===== src/rtl/rdc_pkg.sv =====
// Shared widths, base-select codes and base decode functions for the radix digit converter.
package rdc_pkg;

  localparam int VALUE_W       = 32;
  localparam int OPCODE_W      = 2;
  localparam int DIGIT_W       = 4;
  localparam int RADIX_W       = 5;
  localparam int SHIFT_W       = 3;
  localparam int DEFAULT_WIDTH = 32;
  localparam int BITS_PER_STEP = 8;

  localparam logic [OPCODE_W-1:0] OP_BIN = 2'd0;
  localparam logic [OPCODE_W-1:0] OP_OCT = 2'd1;
  localparam logic [OPCODE_W-1:0] OP_DEC = 2'd2;
  localparam logic [OPCODE_W-1:0] OP_HEX = 2'd3;

  function automatic logic [RADIX_W-1:0] radix_of(input logic [OPCODE_W-1:0] code);
    logic [RADIX_W-1:0] r;
    unique case (code)
      OP_BIN:  r = 5'd2;
      OP_OCT:  r = 5'd8;
      OP_DEC:  r = 5'd10;
      OP_HEX:  r = 5'd16;
      default: r = 5'd16;
    endcase
    return r;
  endfunction

  // Shift amount for the power-of-two bases; decimal has none.
  function automatic logic [SHIFT_W-1:0] shift_of(input logic [OPCODE_W-1:0] code);
    logic [SHIFT_W-1:0] s;
    unique case (code)
      OP_BIN:  s = 3'd1;
      OP_OCT:  s = 3'd3;
      OP_DEC:  s = 3'd0;
      OP_HEX:  s = 3'd4;
      default: s = 3'd0;
    endcase
    return s;
  endfunction

endpackage


===== src/rtl/radix_digit_converter_top.sv =====
// Top level of the radix digit converter: input handshake, digit store and output register.
//
// A word on the input channel carries a signed value and a two-bit base select (binary, octal,
// decimal, hexadecimal). The block answers with one output word per digit of the absolute
// value, most significant digit first; is_last marks the least significant digit. Zero gives
// a single digit 0, and the most negative value is converted as the magnitude 2^(WIDTH-1).
// Only the low WIDTH bits of value are used, with bit WIDTH-1 as the sign.
//
// Digits are produced least significant first by a shared divider and kept in a small RAM,
// then read back in reverse. For binary, octal and hexadecimal the divider takes each digit
// from a shift and a mask; for decimal it works through eight dividend bits a cycle.
// Reading back passes through the S_READ and S_LOAD states for each digit via the registered
// RAM port, and waits in S_LOAD while the output register is still full.
// in_ready is high only while no item is being converted or read back.
//
// The output word sits in a register: when the receiver stalls the word holds and reading
// back pauses, while a new input word is still taken once the last digit of the previous
// item has reached the output register. Reset empties the output register and returns the
// sequencer to idle; the digit RAM needs no clearing since every entry read is first written.
module radix_digit_converter_top #(
  parameter int WIDTH = rdc_pkg::DEFAULT_WIDTH
) (
  input  logic                         clk,
  input  logic                         rst,
  input  logic                         in_valid,
  output logic                         in_ready,
  input  logic [rdc_pkg::VALUE_W-1:0]  value,
  input  logic [rdc_pkg::OPCODE_W-1:0] opcode,
  output logic                         out_valid,
  input  logic                         out_ready,
  output logic [rdc_pkg::DIGIT_W-1:0]  digit,
  output logic                         is_last
);
  import rdc_pkg::*;

  localparam int IDX_W = (WIDTH > 1) ? $clog2(WIDTH) : 1;
  localparam int EXT_W = (WIDTH > VALUE_W) ? WIDTH : VALUE_W;

  typedef enum logic [1:0] {S_IDLE, S_DIV, S_READ, S_LOAD} state_t;

  state_t              state;
  logic [OPCODE_W-1:0] op;
  logic [IDX_W-1:0]    wr_idx;
  logic [IDX_W-1:0]    rd_idx;

  logic                accept;
  logic [EXT_W-1:0]    value_ext;
  logic [WIDTH-1:0]    raw;
  logic [WIDTH-1:0]    mag;

  logic                div_start;
  logic [OPCODE_W-1:0] div_code;
  logic [WIDTH-1:0]    div_dividend;
  logic                div_busy;
  logic                div_done;
  logic [WIDTH-1:0]    div_quo;
  logic [DIGIT_W-1:0]  div_rem;
  logic                div_more;

  logic                ram_we;
  logic [DIGIT_W-1:0]  ram_rdata;
  logic                load_out;

  assign in_ready = (state == S_IDLE);
  assign accept   = in_valid && in_ready;

  // Magnitude of the low WIDTH bits taken as a two's complement number. Negating the most
  // negative pattern gives it back, which read unsigned is exactly 2^(WIDTH-1).
  assign value_ext = EXT_W'(value);
  assign raw       = value_ext[WIDTH-1:0];
  assign mag       = raw[WIDTH-1] ? (~raw + 1'b1) : raw;

  // The divider is restarted in the very cycle it reports a quotient that is not yet zero.
  assign div_more     = (state == S_DIV) && div_done && (div_quo != '0);
  assign div_start    = accept || div_more;
  assign div_code     = accept ? opcode : op;
  assign div_dividend = accept ? mag : div_quo;

  assign ram_we = (state == S_DIV) && div_done;

  // A digit read back from the RAM moves into the output register once the slot is free.
  assign load_out = (state == S_LOAD) && (!out_valid || out_ready);

  rdc_divider #(.WIDTH(WIDTH)) u_divider (
    .clk       (clk),
    .rst       (rst),
    .start     (div_start),
    .code      (div_code),
    .dividend  (div_dividend),
    .busy      (div_busy),
    .done      (div_done),
    .quotient  (div_quo),
    .remainder (div_rem)
  );

  rdc_ram #(.DATA_W(DIGIT_W), .DEPTH(WIDTH), .ADDR_W(IDX_W)) u_digit_ram (
    .clk   (clk),
    .we    (ram_we),
    .waddr (wr_idx),
    .wdata (div_rem),
    .raddr (rd_idx),
    .rdata (ram_rdata)
  );

  always_ff @(posedge clk) begin
    if (rst) begin
      state     <= S_IDLE;
      out_valid <= 1'b0;
      wr_idx    <= '0;
      rd_idx    <= '0;
    end else begin
      if (load_out) begin
        out_valid <= 1'b1;
      end else if (out_valid && out_ready) begin
        out_valid <= 1'b0;
      end
      unique case (state)
        S_IDLE: begin
          if (accept) begin
            op     <= opcode;
            wr_idx <= '0;
            state  <= S_DIV;
          end
        end
        S_DIV: begin
          if (div_done) begin
            if (div_quo == '0) begin
              rd_idx <= wr_idx;
              state  <= S_READ;
            end else begin
              wr_idx <= wr_idx + 1'b1;
            end
          end
        end
        S_READ: begin
          state <= S_LOAD;
        end
        S_LOAD: begin
          // The RAM word for rd_idx is on ram_rdata now; move it out once the slot is free.
          if (load_out) begin
            digit   <= ram_rdata;
            is_last <= (rd_idx == '0);
            if (rd_idx == '0) begin
              state <= S_IDLE;
            end else begin
              rd_idx <= rd_idx - 1'b1;
              state  <= S_READ;
            end
          end
        end
        default: state <= S_IDLE;
      endcase
    end
  end

  a_done_in_div: assert property (@(posedge clk) disable iff (rst)
    div_done |-> state == S_DIV)
    else $error("divider result arrived outside the divide phase");

  a_accept_starts: assert property (@(posedge clk) disable iff (rst)
    accept |=> (state == S_DIV) && (div_busy || div_done))
    else $error("accepted word did not start the divider");

  a_last_ends_item: assert property (@(posedge clk) disable iff (rst)
    (state == S_LOAD) && (!out_valid || out_ready) && (rd_idx == '0)
      |=> out_valid && is_last && (state == S_IDLE))
    else $error("final digit not flagged or sequencer not back to idle");

  a_no_start_while_busy: assert property (@(posedge clk) disable iff (rst)
    div_start |-> !div_busy)
    else $error("divider restarted while running");

endmodule


===== src/rtl/rdc_ram.sv =====
// Generic single-write, single-read RAM with a registered read port.
module rdc_ram #(
  parameter int DATA_W = 4,
  parameter int DEPTH  = 32,
  parameter int ADDR_W = (DEPTH > 1) ? $clog2(DEPTH) : 1
) (
  input  logic              clk,
  input  logic              we,
  input  logic [ADDR_W-1:0] waddr,
  input  logic [DATA_W-1:0] wdata,
  input  logic [ADDR_W-1:0] raddr,
  output logic [DATA_W-1:0] rdata
);

  logic [DATA_W-1:0] mem [DEPTH];

  always_ff @(posedge clk) begin
    if (we) begin
      mem[waddr] <= wdata;
    end
    rdata <= mem[raddr];
  end

endmodule


===== src/rtl/rdc_divider.sv =====
// Iterative divider by a small base: one step per power-of-two base, eight dividend bits per
// cycle for decimal.
module rdc_divider #(
  parameter int WIDTH = rdc_pkg::DEFAULT_WIDTH
) (
  input  logic                         clk,
  input  logic                         rst,
  input  logic                         start,
  input  logic [rdc_pkg::OPCODE_W-1:0] code,
  input  logic [WIDTH-1:0]             dividend,
  output logic                         busy,
  output logic                         done,
  output logic [WIDTH-1:0]             quotient,
  output logic [rdc_pkg::DIGIT_W-1:0]  remainder
);
  import rdc_pkg::*;

  localparam int CHUNKS = (WIDTH + BITS_PER_STEP - 1) / BITS_PER_STEP;
  localparam int PAD_W  = CHUNKS * BITS_PER_STEP;
  localparam int CNT_W  = (CHUNKS > 1) ? $clog2(CHUNKS) : 1;

  typedef enum logic {D_IDLE, D_RUN} dstate_t;

  dstate_t              state;
  logic [PAD_W-1:0]     q;
  logic [DIGIT_W-1:0]   rem;
  logic [RADIX_W-1:0]   base;
  logic [CNT_W-1:0]     cnt;

  logic [BITS_PER_STEP-1:0]       chunk;
  logic [BITS_PER_STEP-1:0]       qbits;
  logic [RADIX_W-1:0]             r;
  logic [PAD_W+BITS_PER_STEP-1:0] shifted;
  logic [RADIX_W-1:0]             start_radix;
  logic [WIDTH-1:0]               pow2_quo;

  // Eight restoring steps on a five-bit partial remainder.
  always_comb begin
    chunk = q[PAD_W-1 -: BITS_PER_STEP];
    r     = {1'b0, rem};
    qbits = '0;
    for (int i = BITS_PER_STEP - 1; i >= 0; i--) begin
      r = {r[DIGIT_W-1:0], chunk[i]};
      if (r >= base) begin
        r        = r - base;
        qbits[i] = 1'b1;
      end
    end
    shifted = {q, qbits};
  end

  assign start_radix = radix_of(code);
  assign pow2_quo    = dividend >> shift_of(code);

  always_ff @(posedge clk) begin
    if (rst) begin
      state <= D_IDLE;
      done  <= 1'b0;
      cnt   <= '0;
    end else begin
      unique case (state)
        D_IDLE: begin
          if (start) begin
            base <= start_radix;
            if (code == OP_DEC) begin
              q     <= PAD_W'(dividend);
              rem   <= '0;
              cnt   <= '0;
              done  <= 1'b0;
              state <= D_RUN;
            end else begin
              q    <= PAD_W'(pow2_quo);
              rem  <= dividend[DIGIT_W-1:0] & DIGIT_W'(start_radix - 5'd1);
              done <= 1'b1;
            end
          end else begin
            done <= 1'b0;
          end
        end
        D_RUN: begin
          q   <= shifted[PAD_W-1:0];
          rem <= r[DIGIT_W-1:0];
          cnt <= cnt + 1'b1;
          if (cnt == CNT_W'(CHUNKS - 1)) begin
            done  <= 1'b1;
            state <= D_IDLE;
          end else begin
            done <= 1'b0;
          end
        end
        default: begin
          done  <= 1'b0;
          state <= D_IDLE;
        end
      endcase
    end
  end

  assign busy      = (state == D_RUN);
  assign quotient  = q[WIDTH-1:0];
  assign remainder = rem;

  a_rem_below_base: assert property (@(posedge clk) disable iff (rst)
    done |-> {1'b0, rem} < base)
    else $error("divider remainder not below base");

  a_no_start_busy: assert property (@(posedge clk) disable iff (rst)
    busy |-> !done)
    else $error("divider done raised while still running");

  a_run_ends: assert property (@(posedge clk) disable iff (rst)
    busy |=> busy || done)
    else $error("divider left run without done");

endmodule


===== config.mk =====
export PLATFORM = sky130hd
export DESIGN_NAME = radix_digit_converter_top
export DESIGN_NICKNAME = d
export VERILOG_FILES = /design/src/rtl/rdc_pkg.sv /design/src/rtl/radix_digit_converter_top.sv /design/src/rtl/rdc_ram.sv /design/src/rtl/rdc_divider.sv
export SDC_FILE = /design/constraint.sdc
export NUM_CORES = 1
export LEC_CHECK = 0
export BUFFER_PORTS_ARGS = -buffer_cell sky130_fd_sc_hd__buf_2
export CAP_MARGIN = 40
export CORE_AREA = 5 5 203 156
export CTS_CLUSTER_SIZE = 12
export DETAILED_ROUTE_END_ITERATION = 12
export DIE_AREA = 0 0 208 161
export GPL_TIMING_DRIVEN = 0
export HOLD_SLACK_MARGIN = 0.06
export PLACE_DENSITY = 0.54
export SYNTH_ARGS = -nofsm -noshare
export SYNTH_HDL_FRONTEND = slang
export SYNTH_HIERARCHICAL = 1
export SYNTH_SLANG_ARGS = --single-unit

===== constraint.sdc =====
create_clock -name clk -period 11 [get_ports clk]
set_input_delay 2.2 -clock clk [delete_from_list [all_inputs] [get_ports clk]]
set_output_delay 2.2 -clock clk [all_outputs]
set_load 0.005 [all_outputs]

Word level (Yosys, flattened, before mapping)
Memory sizes are Yosys's and may differ from the RTL's. A register that Yosys moved wholly into a read port is not among the register bits.
Index checks and enable logic that the tools add are counted.

word-level totals
  bits in writable memories = 128
  register bits after elaboration = 65
  memories kept = 1

cells by class
  add/subtract/negate cells = 13
  shift-type cells = 1
  mux-type cells = 57
  bitwise logic cells = 4
  reduce and logical (&&, ||, !) cells = 24
  equal/unequal tests = 15
  order comparisons = 8

memories
  name             words  bits a word  rd ports  clocked after memory_dff  write ports  line           source
  u_digit_ram.mem  32     4            1         1                         1            rdc_ram.sv:15  logic [DATA_W-1:0] mem [DEPTH];

operators with widths
  operator               count
  $mux 32                4
  $pmux 32 s2            1
  $ge 5x5->1             8
  $mux 4                 10
  $mux 5                 7
  $add 32x1->32 const B  1
  $logic_not 32->1       1
  $not 32->32            1
  $reduce_bool 32->1     1
  $shr 32x3->32          1
  $sub 4x4->4            8
  $pmux 5 s2             2
  $pmux 5 s4             1
  $mux 1                 18
  $mux 2                 8
  $pmux 3 s4             1
  $eq 2x2->1 const B     5
  $ne 2x1->1 const B     4
  $ne 2x2->1 const B     4
  $pmux 2 s4             1
  $pmux 4 s2             1
  $reduce_and 4->1       2
  $reduce_and 2->1       3
  $reduce_and 3->1       2
  16 further kinds       27

Logic depth before layout (Yosys ltp)
Gate-level depths: netlist of run 1.

  depth after elaboration = 17
  mapped depth = 52

By module
Netlist of run 1, hierarchy kept.

modules (own cells, without submodules)
  module                     cells each  area an instance (um^2)  seq. area each (um^2)  times used
  rdc_ram                    231         5138.7                   3923.8                 1
  rdc_divider                503         4247.8                   1251.2                 1
  radix_digit_converter_top  289         2177.1                   470.5                  1

Worst setup path before layout of run 1
Ideal clock, no wire load.

  path type = reg2reg
  start point = register u_divider.rem[0], in the netlist u_divider/remainder[0]
  end point = register u_divider.rem[3], in the netlist u_divider/remainder[3], data pin
  stages on the path, launching flop included = 50
  arrival time = 9.197 ns
  setup slack = 1.547 ns
  library setup time = 0.257 ns
  data required time = 10.743 ns
  path through = edfxtp_1 inv_1 ha_1 ha_1 nand2b_1 a21oi_2 nor2_1 mux2i_1 ha_1 nor2b_4 o21a_1 nor2_1 o21a_4 o21ai_0 ha_1 nand4b_1 nor2_1 a22o_1 [... 14 more ...] ha_1 a21oi_1 o21ai_0 a21o_1 mux2_4 ha_1 o21ai_0 nand2b_1 mux2_2 a31oi_1 inv_1 ha_1 inv_1 a21o_1 a21oi_1 o21ai_1 mux2_2 a32o_1

on the way
  word-level cells in the longest chain between the ends = 17
  elaborated cells on any way between the ends = 25
  those cells by class = add/sub (8); order compare (8); mux (9)

ends and longest elaborated chain
  element                                    line                                  source
  from (decl)                                rdc_divider.sv:26                     logic [DIGIT_W-1:0] rem;
  from (signal assigned)                     rdc_divider.sv:73                     rem <= dividend[DIGIT_W-1:0] & DIGIT_W'(start_radix - 5'd1);
  from (signal assigned)                     rdc_divider.sv:82                     rem <= r[DIGIT_W-1:0];
  $sub 4x4->4 or $ge 5x5->1 (tied branches)  rdc_divider.sv:45, rdc_divider.sv:44
  $mux 4 (*)                                 rdc_divider.sv:44                     if (r >= base) begin
  $sub 4x4->4 or $ge 5x5->1 (tied branches)  rdc_divider.sv:45, rdc_divider.sv:44
  $mux 4 (*)                                 rdc_divider.sv:44
  $sub 4x4->4 or $ge 5x5->1 (tied branches)  rdc_divider.sv:45, rdc_divider.sv:44
  $mux 4 (*)                                 rdc_divider.sv:44
  $ge 5x5->1 or $sub 4x4->4 (tied branches)  rdc_divider.sv:44, rdc_divider.sv:45
  $mux 4 (*)                                 rdc_divider.sv:44
  $sub 4x4->4 or $ge 5x5->1 (tied branches)  rdc_divider.sv:45, rdc_divider.sv:44
  $mux 4 (*)                                 rdc_divider.sv:44
  $sub 4x4->4 or $ge 5x5->1 (tied branches)  rdc_divider.sv:45, rdc_divider.sv:44
  $mux 4 (*)                                 rdc_divider.sv:44
  $ge 5x5->1 or $sub 4x4->4 (tied branches)  rdc_divider.sv:44, rdc_divider.sv:45
  $mux 4 (*)                                 rdc_divider.sv:44
  $sub 4x4->4 or $ge 5x5->1 (tied branches)  rdc_divider.sv:45, rdc_divider.sv:44
  $mux 4 (*)                                 rdc_divider.sv:44
  $pmux 4 s2 (*)                             rdc_divider.sv:61                     unique case (state)

Every way passes the cells marked *; elsewhere a longest branch is shown, timed or not.
A chain may end at the register's enable or synchronous reset.

Worst setup path after layout of run 1
Ends and elaborated chain as after synthesis.

==> results list, run 1 <==
- The run finished with clean final reports.
- The number of clock buffers added by TritonCTS is 17.
- In this run the horizontal extent of the chip is 208 um.
- Along the worst path, the maximum fanout reaches 6.
- For this run, the register share of the synthesized area comes to 0.4882.
- # rows: 55
- Most used flip-flop cell after synthesis: edfxtp_1
- Worst setup EP type: register
* CP arrival: roughly 10 ns
* Residual antenna-violating net count after detailed routing: 0
- Via count: 8645
* Synth Net Count: 1101
- At the end of the flow the core is filled with cells to 0.4442.
* Antenna violations before repair: 1
- Critical Path Source Type: register
- Buffers inserted to repair hold after CTS numbered 0.
- GPL Wtd Cong: just under 0.9
* WP data required: around 11 ns
* Y dimension of the die: 161 um
- Vias in the first global route: between 7000 and 8000
- Counting every sink on the clock net gives between 150 and 200.
* Maximum clock frequency: 0.09818 GHz
- Leak Pwr: 4.476 nW
- CP dominant cell by count: ha_1
- Across the routed clock network, the largest skew measured is 0.01069 ns.
* Flip-flop and latch count after synthesis: just under 200
- Before antenna repair, the detailed router went through 5 iterations.
* Number of flops mapped to enable cells by yosys: roughly 170
- After detailed routing, the number of vias per cell comes to between 5 and 6.
- DP Wirelength: between 20000 and 25000 um
- Filler-free cell count of the finished design: 1517
* Fraction of synthesized cell area taken by the top area cell type: 0.4519
- Top-Level Pins: 45
* Ys async rst share: 0
- Hold/Removal Path Class: reg2reg
* Synthesized instance count: 1023
- Final global-route overflow total: 0
- DRC errors left: 0
* Worst Setup Path Type: reg2reg
- Slew at the pin closest to its max-slew limit: 0.8033 ns
- Number of max-slew violations in the final report: 0
- Master cell of the clock root buffer: clkbuf_16
- Entering global routing, the biggest net connects 25 pins.
- The detailed router finished its first iteration with 937 violations.
- The core region is 29590 um^2.
- CTS tree: yes
- For this configuration, the core starts out at a cell density of 0.3908.
- Each instance of the synthesized netlist takes up on average ~11 um^2.
- Portion of the clock cycle consumed by the worst path in the final layout: 0.9259
- Across every metal layer, demand over resource in global routing totals 0.1874.
* CTS clock-pin slew for the worst setup and hold paths: 0.08 ns
- Slowest cell on the critical path: edfxtp_1
- Fraction of layout cells with a size suffix above 1: 0.1950
- Bufs on Longest Clock Path: 2
- Final critical-path required period: 10.19 ns
- Post-placement cell area: 12400 um^2
- Post-layout nets: 1183
- The die covers 33490 um^2.
* Yosys warnings: 6
- Biggest area contributors in the synthesized netlist: edfxtp_1 45%, mux4_2 7.8%, ha_1 4.3%, a21oi_1 3.9%, nor2_1 3.7%
- Count of buffers from port buffering: 44
* N_diodes: 0
- The worst pin sits at a relative slew slack of 0.4645.
- The later pin in the worst-skew pair is clocked with a latency of 0.43 ns.
- The layout has 2783 filler cells.
- The synthesized netlist occupies a cell area of 11560 um^2.
- Detailed Route WL: 31760 um
- Routed length per placed instance: 20.94 um
- Setup violations remaining at the end of the flow were counted as 0.
- The first global-routing pass estimated 48920 um of wire.
- CTS built an H-tree with a depth of 4.
- Final Instance Area: approximately 13000 um^2
* Largest voltage drop on the vdd net: between 0.15 and 0.2 mV
- Across the run, the number of max-cap violations was 0.
* Pwr per Cell Area: 220.4 nW/um^2
- Number of hold-slack violations in the final timing report: 0
- Most common cell after layout, fill and taps aside: edfxtp_1
* Top cell type by total area after synthesis: edfxtp_1
- Counting tap cells, the placed design contains a total of 1471 instances.
- The area growth from synthesis to layout is 13.67%.
* Slowest Stage Delay on Critical Path: 0.49 ns
- Most used cells in the layout excluding fill and tap cells: 174 x edfxtp_1, 112 x nor2_1, 88 x a21oi_1
- The netlist uses 70 different library cells.
[worst max-delay path, delay by kind of cell, from the launching register on]
kind | cells | cell delay, ns
buffers and inverters | 3 | 0.24
flip-flops | 1 | 0.49
adder cells (fa/ha/maj) | 9 | 2.36
AO/OA/AOI/OAI | 18 | 2.97
multiplexers | 6 | 1.97
AND/OR/NAND/NOR | 11 | 1.89
[registers in the layout, indices dropped and copies added, names as in the netlist]
name                 count
u_divider/quotient      32
is_last                  1
rd_idx                   5
op                       2
u_divider/cnt            2
state                    2
digit                    4
wr_idx                   5
u_divider/done           1
u_digit_ram/mem        128
u_divider/busy           1
u_divider/base           3
u_divider/remainder      4
u_digit_ram/rdata        4
out_valid                1
[cell families (layout without fill, tap and decap cells)]
family,count (synthesis),after routing,share of synthesized area
AOI/OAI and AO/OA,236,236,0.1292
xor gates and xnor gates,38,38,0.02878
adders and majority gates,40,40,0.04328
buffers and inverters,90,185,0.03300
DFF,195,195,0.4882
muxes,119,119,0.1510
and+or+nand+nor,305,305,0.1265
[Yosys cell counts, types with 5 or more instances]
| library cell | count |
|---|---|
| o21ai_1 | 14 |
| ha_1 | 40 |
| o21ai_0 | 64 |
| nor3_1 | 13 |
| nor2_1 | 114 |
| a21o_1 | 5 |
| nor2b_1 | 11 |
| a21oi_1 | 90 |
| edfxtp_1 | 174 |
| nand4_1 | 6 |
| buf_6 | 5 |
| clkbuf_1 | 40 |
| o41ai_2 | 7 |
| mux2_2 | 36 |
| buf_1 | 9 |
| mux4_2 | 40 |
| xor2_1 | 30 |
| buf_2 | 5 |
| dfxtp_1 | 21 |
| nand4b_1 | 6 |
| nand3b_1 | 5 |
| o31ai_1 | 7 |
| o41ai_1 | 5 |
| mux2i_1 | 41 |
| inv_1 | 31 |
| nand2_1 | 86 |
| or3_1 | 7 |
| a211oi_1 | 5 |
| nand2b_1 | 7 |
| o22ai_1 | 8 |
| xnor2_1 | 8 |
| nand3_1 | 8 |
| nor4_1 | 12 |
[metrics by stage]
step           worst slack (ns)  hold WS, ns   TNS, ns  total power [W]
2_1_floorplan             1.547       0.3855         0         0.001938
3_3_place_gp            -0.2142       0.3911   -0.2291         0.002209
3_5_place_dp             0.2106       0.3952         0         0.002233
4_1_cts                  0.1967       0.4139         0         0.002864
5_1_grt                -0.01634       0.4374  -0.01634         0.003114
6_report                 0.8146       0.4104         0         0.002897
[final cells by class]
| class | count | area (um^2) | share of cell area |
|---|---|---|---|
| plain buffers | 59 | 265.3 | 0.02018 |
| well taps | 399 | 499.2 | 0.03798 |
| clock inverters | 14 | 177.7 | 0.01352 |
| multi-input cells | 738 | 5565 | 0.4234 |
| inverters | 31 | 123.9 | 0.009424 |
| clock buffers | 18 | 429.2 | 0.03265 |
| repair buffers | 63 | 437.9 | 0.03332 |
| flip-flops and latches | 195 | 5645 | 0.4295 |
[routing by layer]
metal / wire (um) / share of wire / up-vias / GRT usage
met3: 2739 / 0.086 / 15 / 0.03476
met4: 231 / 0.0073 / 2 / 0.03223
met5: 13 / 0.00041 / - / 0
met2: 12570 / 0.40 / 348 / 0.2449
li1: - / - / 4026 / -
met1: 16200 / 0.51 / 4254 / 0.3188
[worst paths after layout]
kind	to	slack, ns	cells after the start	start
worst max-delay path	u_divider/remainder[3]	0.81	47	u_divider/remainder[0]
worst max register to register	u_divider/remainder[3]	0.81	47	u_divider/remainder[0]
worst min-delay path	digit[1]	0.41	0	u_digit_ram/rdata[1]
worst min register to register	digit[1]	0.41	0	u_digit_ram/rdata[1]
[power by group]
group / internal, W / total [W] / switching [W]
clock: 0.000311 / 0.000624 / 0.000313
combinational: 0.000625 / 0.00140 / 0.000775
sequential: 0.000849 / 0.000873 / 0.0000235
total: 0.00179 / 0.00290 / 0.00111
[what timing repair did]
item                                    4_1_cts  5_1_grt
buffers inserted                              0       14
endpoints found under the setup margin        0        4
gates resized for setup                       0        7
Note: power is estimated with default switching activity, not from simulation.
==> run 2, diff against run 1 <==
--- a/config.mk
+++ b/config.mk
@@ -14,6 +14,7 @@
 export GPL_TIMING_DRIVEN = 0
 export HOLD_SLACK_MARGIN = 0.06
 export PLACE_DENSITY = 0.54
+export REMOVE_ABC_BUFFERS = 1
 export SYNTH_ARGS = -nofsm -noshare
 export SYNTH_HDL_FRONTEND = slang
 export SYNTH_HIERARCHICAL = 1
==> run 2 against run 1 <==
Net effect:
- utilization down 0.49 points
- count of clock-buffer cells in the layout up 1
- critical path depth unchanged
- clock skew up 0.0024 ns
==> results list, run 2 (synthesized netlist as in run 1, its figures left out) <==
- The global-route wire length before repair was 44280 um (-9.5%).
- The area of the core came to 29590 um^2 (unchanged).
* Starting utilization of the core area: 0.3908 (unchanged)
* Hold/Removal Path Class: reg2reg
- Mean number of vias per cell: 5.561 (-2.4%)
* Hold path startpoint: u_digit_ram/rdata[2]
- Most common cell after layout, fill and taps aside: edfxtp_1
- Post-layout power: 0.002913 W (+0.52%)
- Largest register FFs: 128 (unchanged)
* WP data required: 11.18 ns (about the same)
- The highest net fanout along the worst path was 6 (unchanged).
- Critical Path Source Type: register
- The estimated wirelength of the detail-placed design came to 20470 um (-14%).
- The data arrival time of the critical path was 10.37 ns (about the same).
* Routed length per placed instance: 19.21 um (-8.2%)
- The fmax was 0.09808 GHz (about the same).
- The setup TNS came to 0 ns (unchanged).
- Number of max-slew violations in the final report: 0 (unchanged)
* Count of buffers from port buffering: 44 (unchanged)
* # rows: 55 (unchanged)
- Number of search-and-repair iterations in the first detailed-routing pass: 5 (unchanged)
- The time the worst path needs with I/O delays and setup was 10.20 ns (+0.01011 ns).
- Number of buffers created by CTS: 17 (unchanged)
* N_diodes: 0 (unchanged)
* Result of the run: finished, final reports clean
* Cell count of the worst hold path: 0 (unchanged)
- Pwr per Cell Area: 224.1 nW/um^2 (+1.6%)
- STA classifies the critical path endpoint as a register.
* Horizontal extent of the die: 208 um (unchanged)
- Length in cells of the worst reg-to-reg path: 47 (unchanged)
* Worst Setup Path Type: reg2reg
- The core utilization of the finished layout came to 0.4393 (-0.004905).
* Antenna violations before repair: 2 (+1)
- MaxCap Viol Count: 0 (unchanged)
- The top cell types in the final layout, fill and taps aside, are 174 x edfxtp_1, 111 x nor2_1, 86 x a21oi_1.
* Detailed Route WL: 28090 um (-12%)
- GRT Overall Usage: 0.1658 (-0.02163)
* Vias in the first global route: 7628 (-4.4%)
- Fraction of layout cells with a size suffix above 1: 0.2107 (+0.01573)
* Master cell of the clock root buffer: clkbuf_16
- The H-tree level count was 4 (unchanged).
* Worst R2R Start: u_divider/remainder[0]
- Post-layout nets: 1129 (-4.6%)
* Filler-free cell count of the finished design: 1462 (-3.6%)
- The biggest cell delay along the critical path came to 0.48 ns (about the same).
- The path with the worst hold slack has its endpoint at digit[2].
- The clock sink count was 195 (unchanged).
- The final number of hold-violating endpoints was 0 (unchanged).
- The relative max-transition margin was 0.4310 (-0.03344).
- Pin count of the biggest net entering global routing: 52 (+110%)
- The die height is 161 um (unchanged).
- Setup repair after global routing left no endpoint under its margin.
- CTS tree: yes
* Flop-to-flop setup slack: 0.80 ns (about the same)
- Post-Place Cells: 1420 (-3.5%)
- The maximum number of buffers from clock root to sink was 2 (unchanged).
* CTS clock-pin slew for the worst setup and hold paths: 0.07 ns (about the same)
- Via count: 8130 (-6.0%)
- Worst R2R End: u_divider/remainder[3]
- DRC errors left: 0 (unchanged)
- The clock insertion delay at the later pin of the skew report was 0.43 ns (about the same).
- Slew at the pin closest to its max-slew limit: 0.8535 ns (+0.05016 ns)
- The die area is 33490 um^2 (unchanged).
* Leak Pwr: 4.381 nW (-2.1%)
- CP dominant cell by count: ha_1
* Final global-route overflow total: 0 (unchanged)
* Top-Level Pins: 45 (unchanged)
- The post-route fraction of the period consumed by the critical path was 0.9269 (about the same).
- Number of buffers inserted by hold repair at cts: 0 (unchanged)
- Largest voltage drop on the vdd net: 0.2644 mV (+36%)
* Layout Skew: 0.01310 ns (+0.002414 ns)
* GPL Wtd Cong: 0.8218 (-6.7%)
- Residual antenna-violating net count after detailed routing: 0 (unchanged)
* Final number of setup-violating endpoints: 0 (unchanged)
- The DRC marker count from the first detailed-route iteration came to 699 (-25%).
- Biggest register: u_digit_ram/mem
- For this design, the slowest cell found on the critical path is edfxtp_1.
- Area Growth Syn to Fin: 12.41%
[run 2: changes by cell type in the layout (fill, tap and decap cells not counted), moves of 4 or more]
cell | previous run | this run
buf_1 | 9 | 0
buf_12 | 0 | 8
buf_2 | 49 | 45
buf_6 | 5 | 0
clkbuf_1 | 41 | 2
clkinv_8 | 5 | 0
ha_1 | 40 | 36
ha_2 | 0 | 4
[run 2: per-layer routing]
layer,vias up,track usage,wire [um],part of all wire
met5,-,0,0,0
met4,0,0.02716,156,0.0056
met3,11,0.02369,1447,0.052
met2,205,0.2332,11660,0.41
met1,3986,0.2733,14830,0.53
li1,3928,-,-,-
[run 2: worst max-delay path, delay by kind of cell (launching register included)]
kind / cells / cell delay [ns]
AOI/OAI and AO/OA: 18 / 3.11
adders and majority gates: 9 / 2.46
muxes: 6 / 1.95
and+or+nand+nor: 11 / 1.76
DFF: 1 / 0.48
buffers and inverters: 3 / 0.20
[run 2: where the power goes]
part           leakage (nW)  switching, W  internal, W
Sequential             1.76     0.0000259     0.000850
Clock                 0.262      0.000283     0.000317
Combinational          2.36      0.000793     0.000644
[run 2: worst max-delay path by stage]
stage | slack, ns | endpoint | start | cells past startpoint
after global placement | -0.19 | u_divider/remainder[3] | u_divider/remainder[2] | 45
after floorplan | 1.54 | u_divider/remainder[3] | u_divider/remainder[0] | 49
after CTS | 0.21 | u_divider/remainder[3] | u_divider/base[3] | 45
after global routing | 0.03 | u_divider/remainder[3] | u_divider/remainder[0] | 49
after detailed placement | 0.26 | u_divider/remainder[3] | u_divider/base[3] | 45
final | 0.80 | u_divider/remainder[3] | u_divider/remainder[0] | 47
[run 2: cell type report]
type | instances | area, um^2
clock buffers | 19 | 432.9
repair buffers | 68 | 553.0
well taps | 399 | 499.2
flip-flops and latches | 195 | 5649
clock inverters | 12 | 122.6
fillers | 2789 | 16590
inverters | 31 | 123.9
multi-input cells | 738 | 5618
[run 2: through the flow]
stage	worst slack [ns]	hold slack [ns]	cell area, um^2
5_1_grt	0.03128	0.4175	13000
2_1_floorplan	1.544	0.3855	11300
6_report	0.8044	0.4083	13000
4_1_cts	0.2094	0.4124	12850
3_3_place_gp	-0.1909	0.3872	12020
3_5_place_dp	0.2602	0.3951	12290
[run 2: what timing repair did]
item	4_1_cts	5_1_grt
buffers inserted	0	11
setup endpoints to repair	0	4
gates resized for setup	0	15
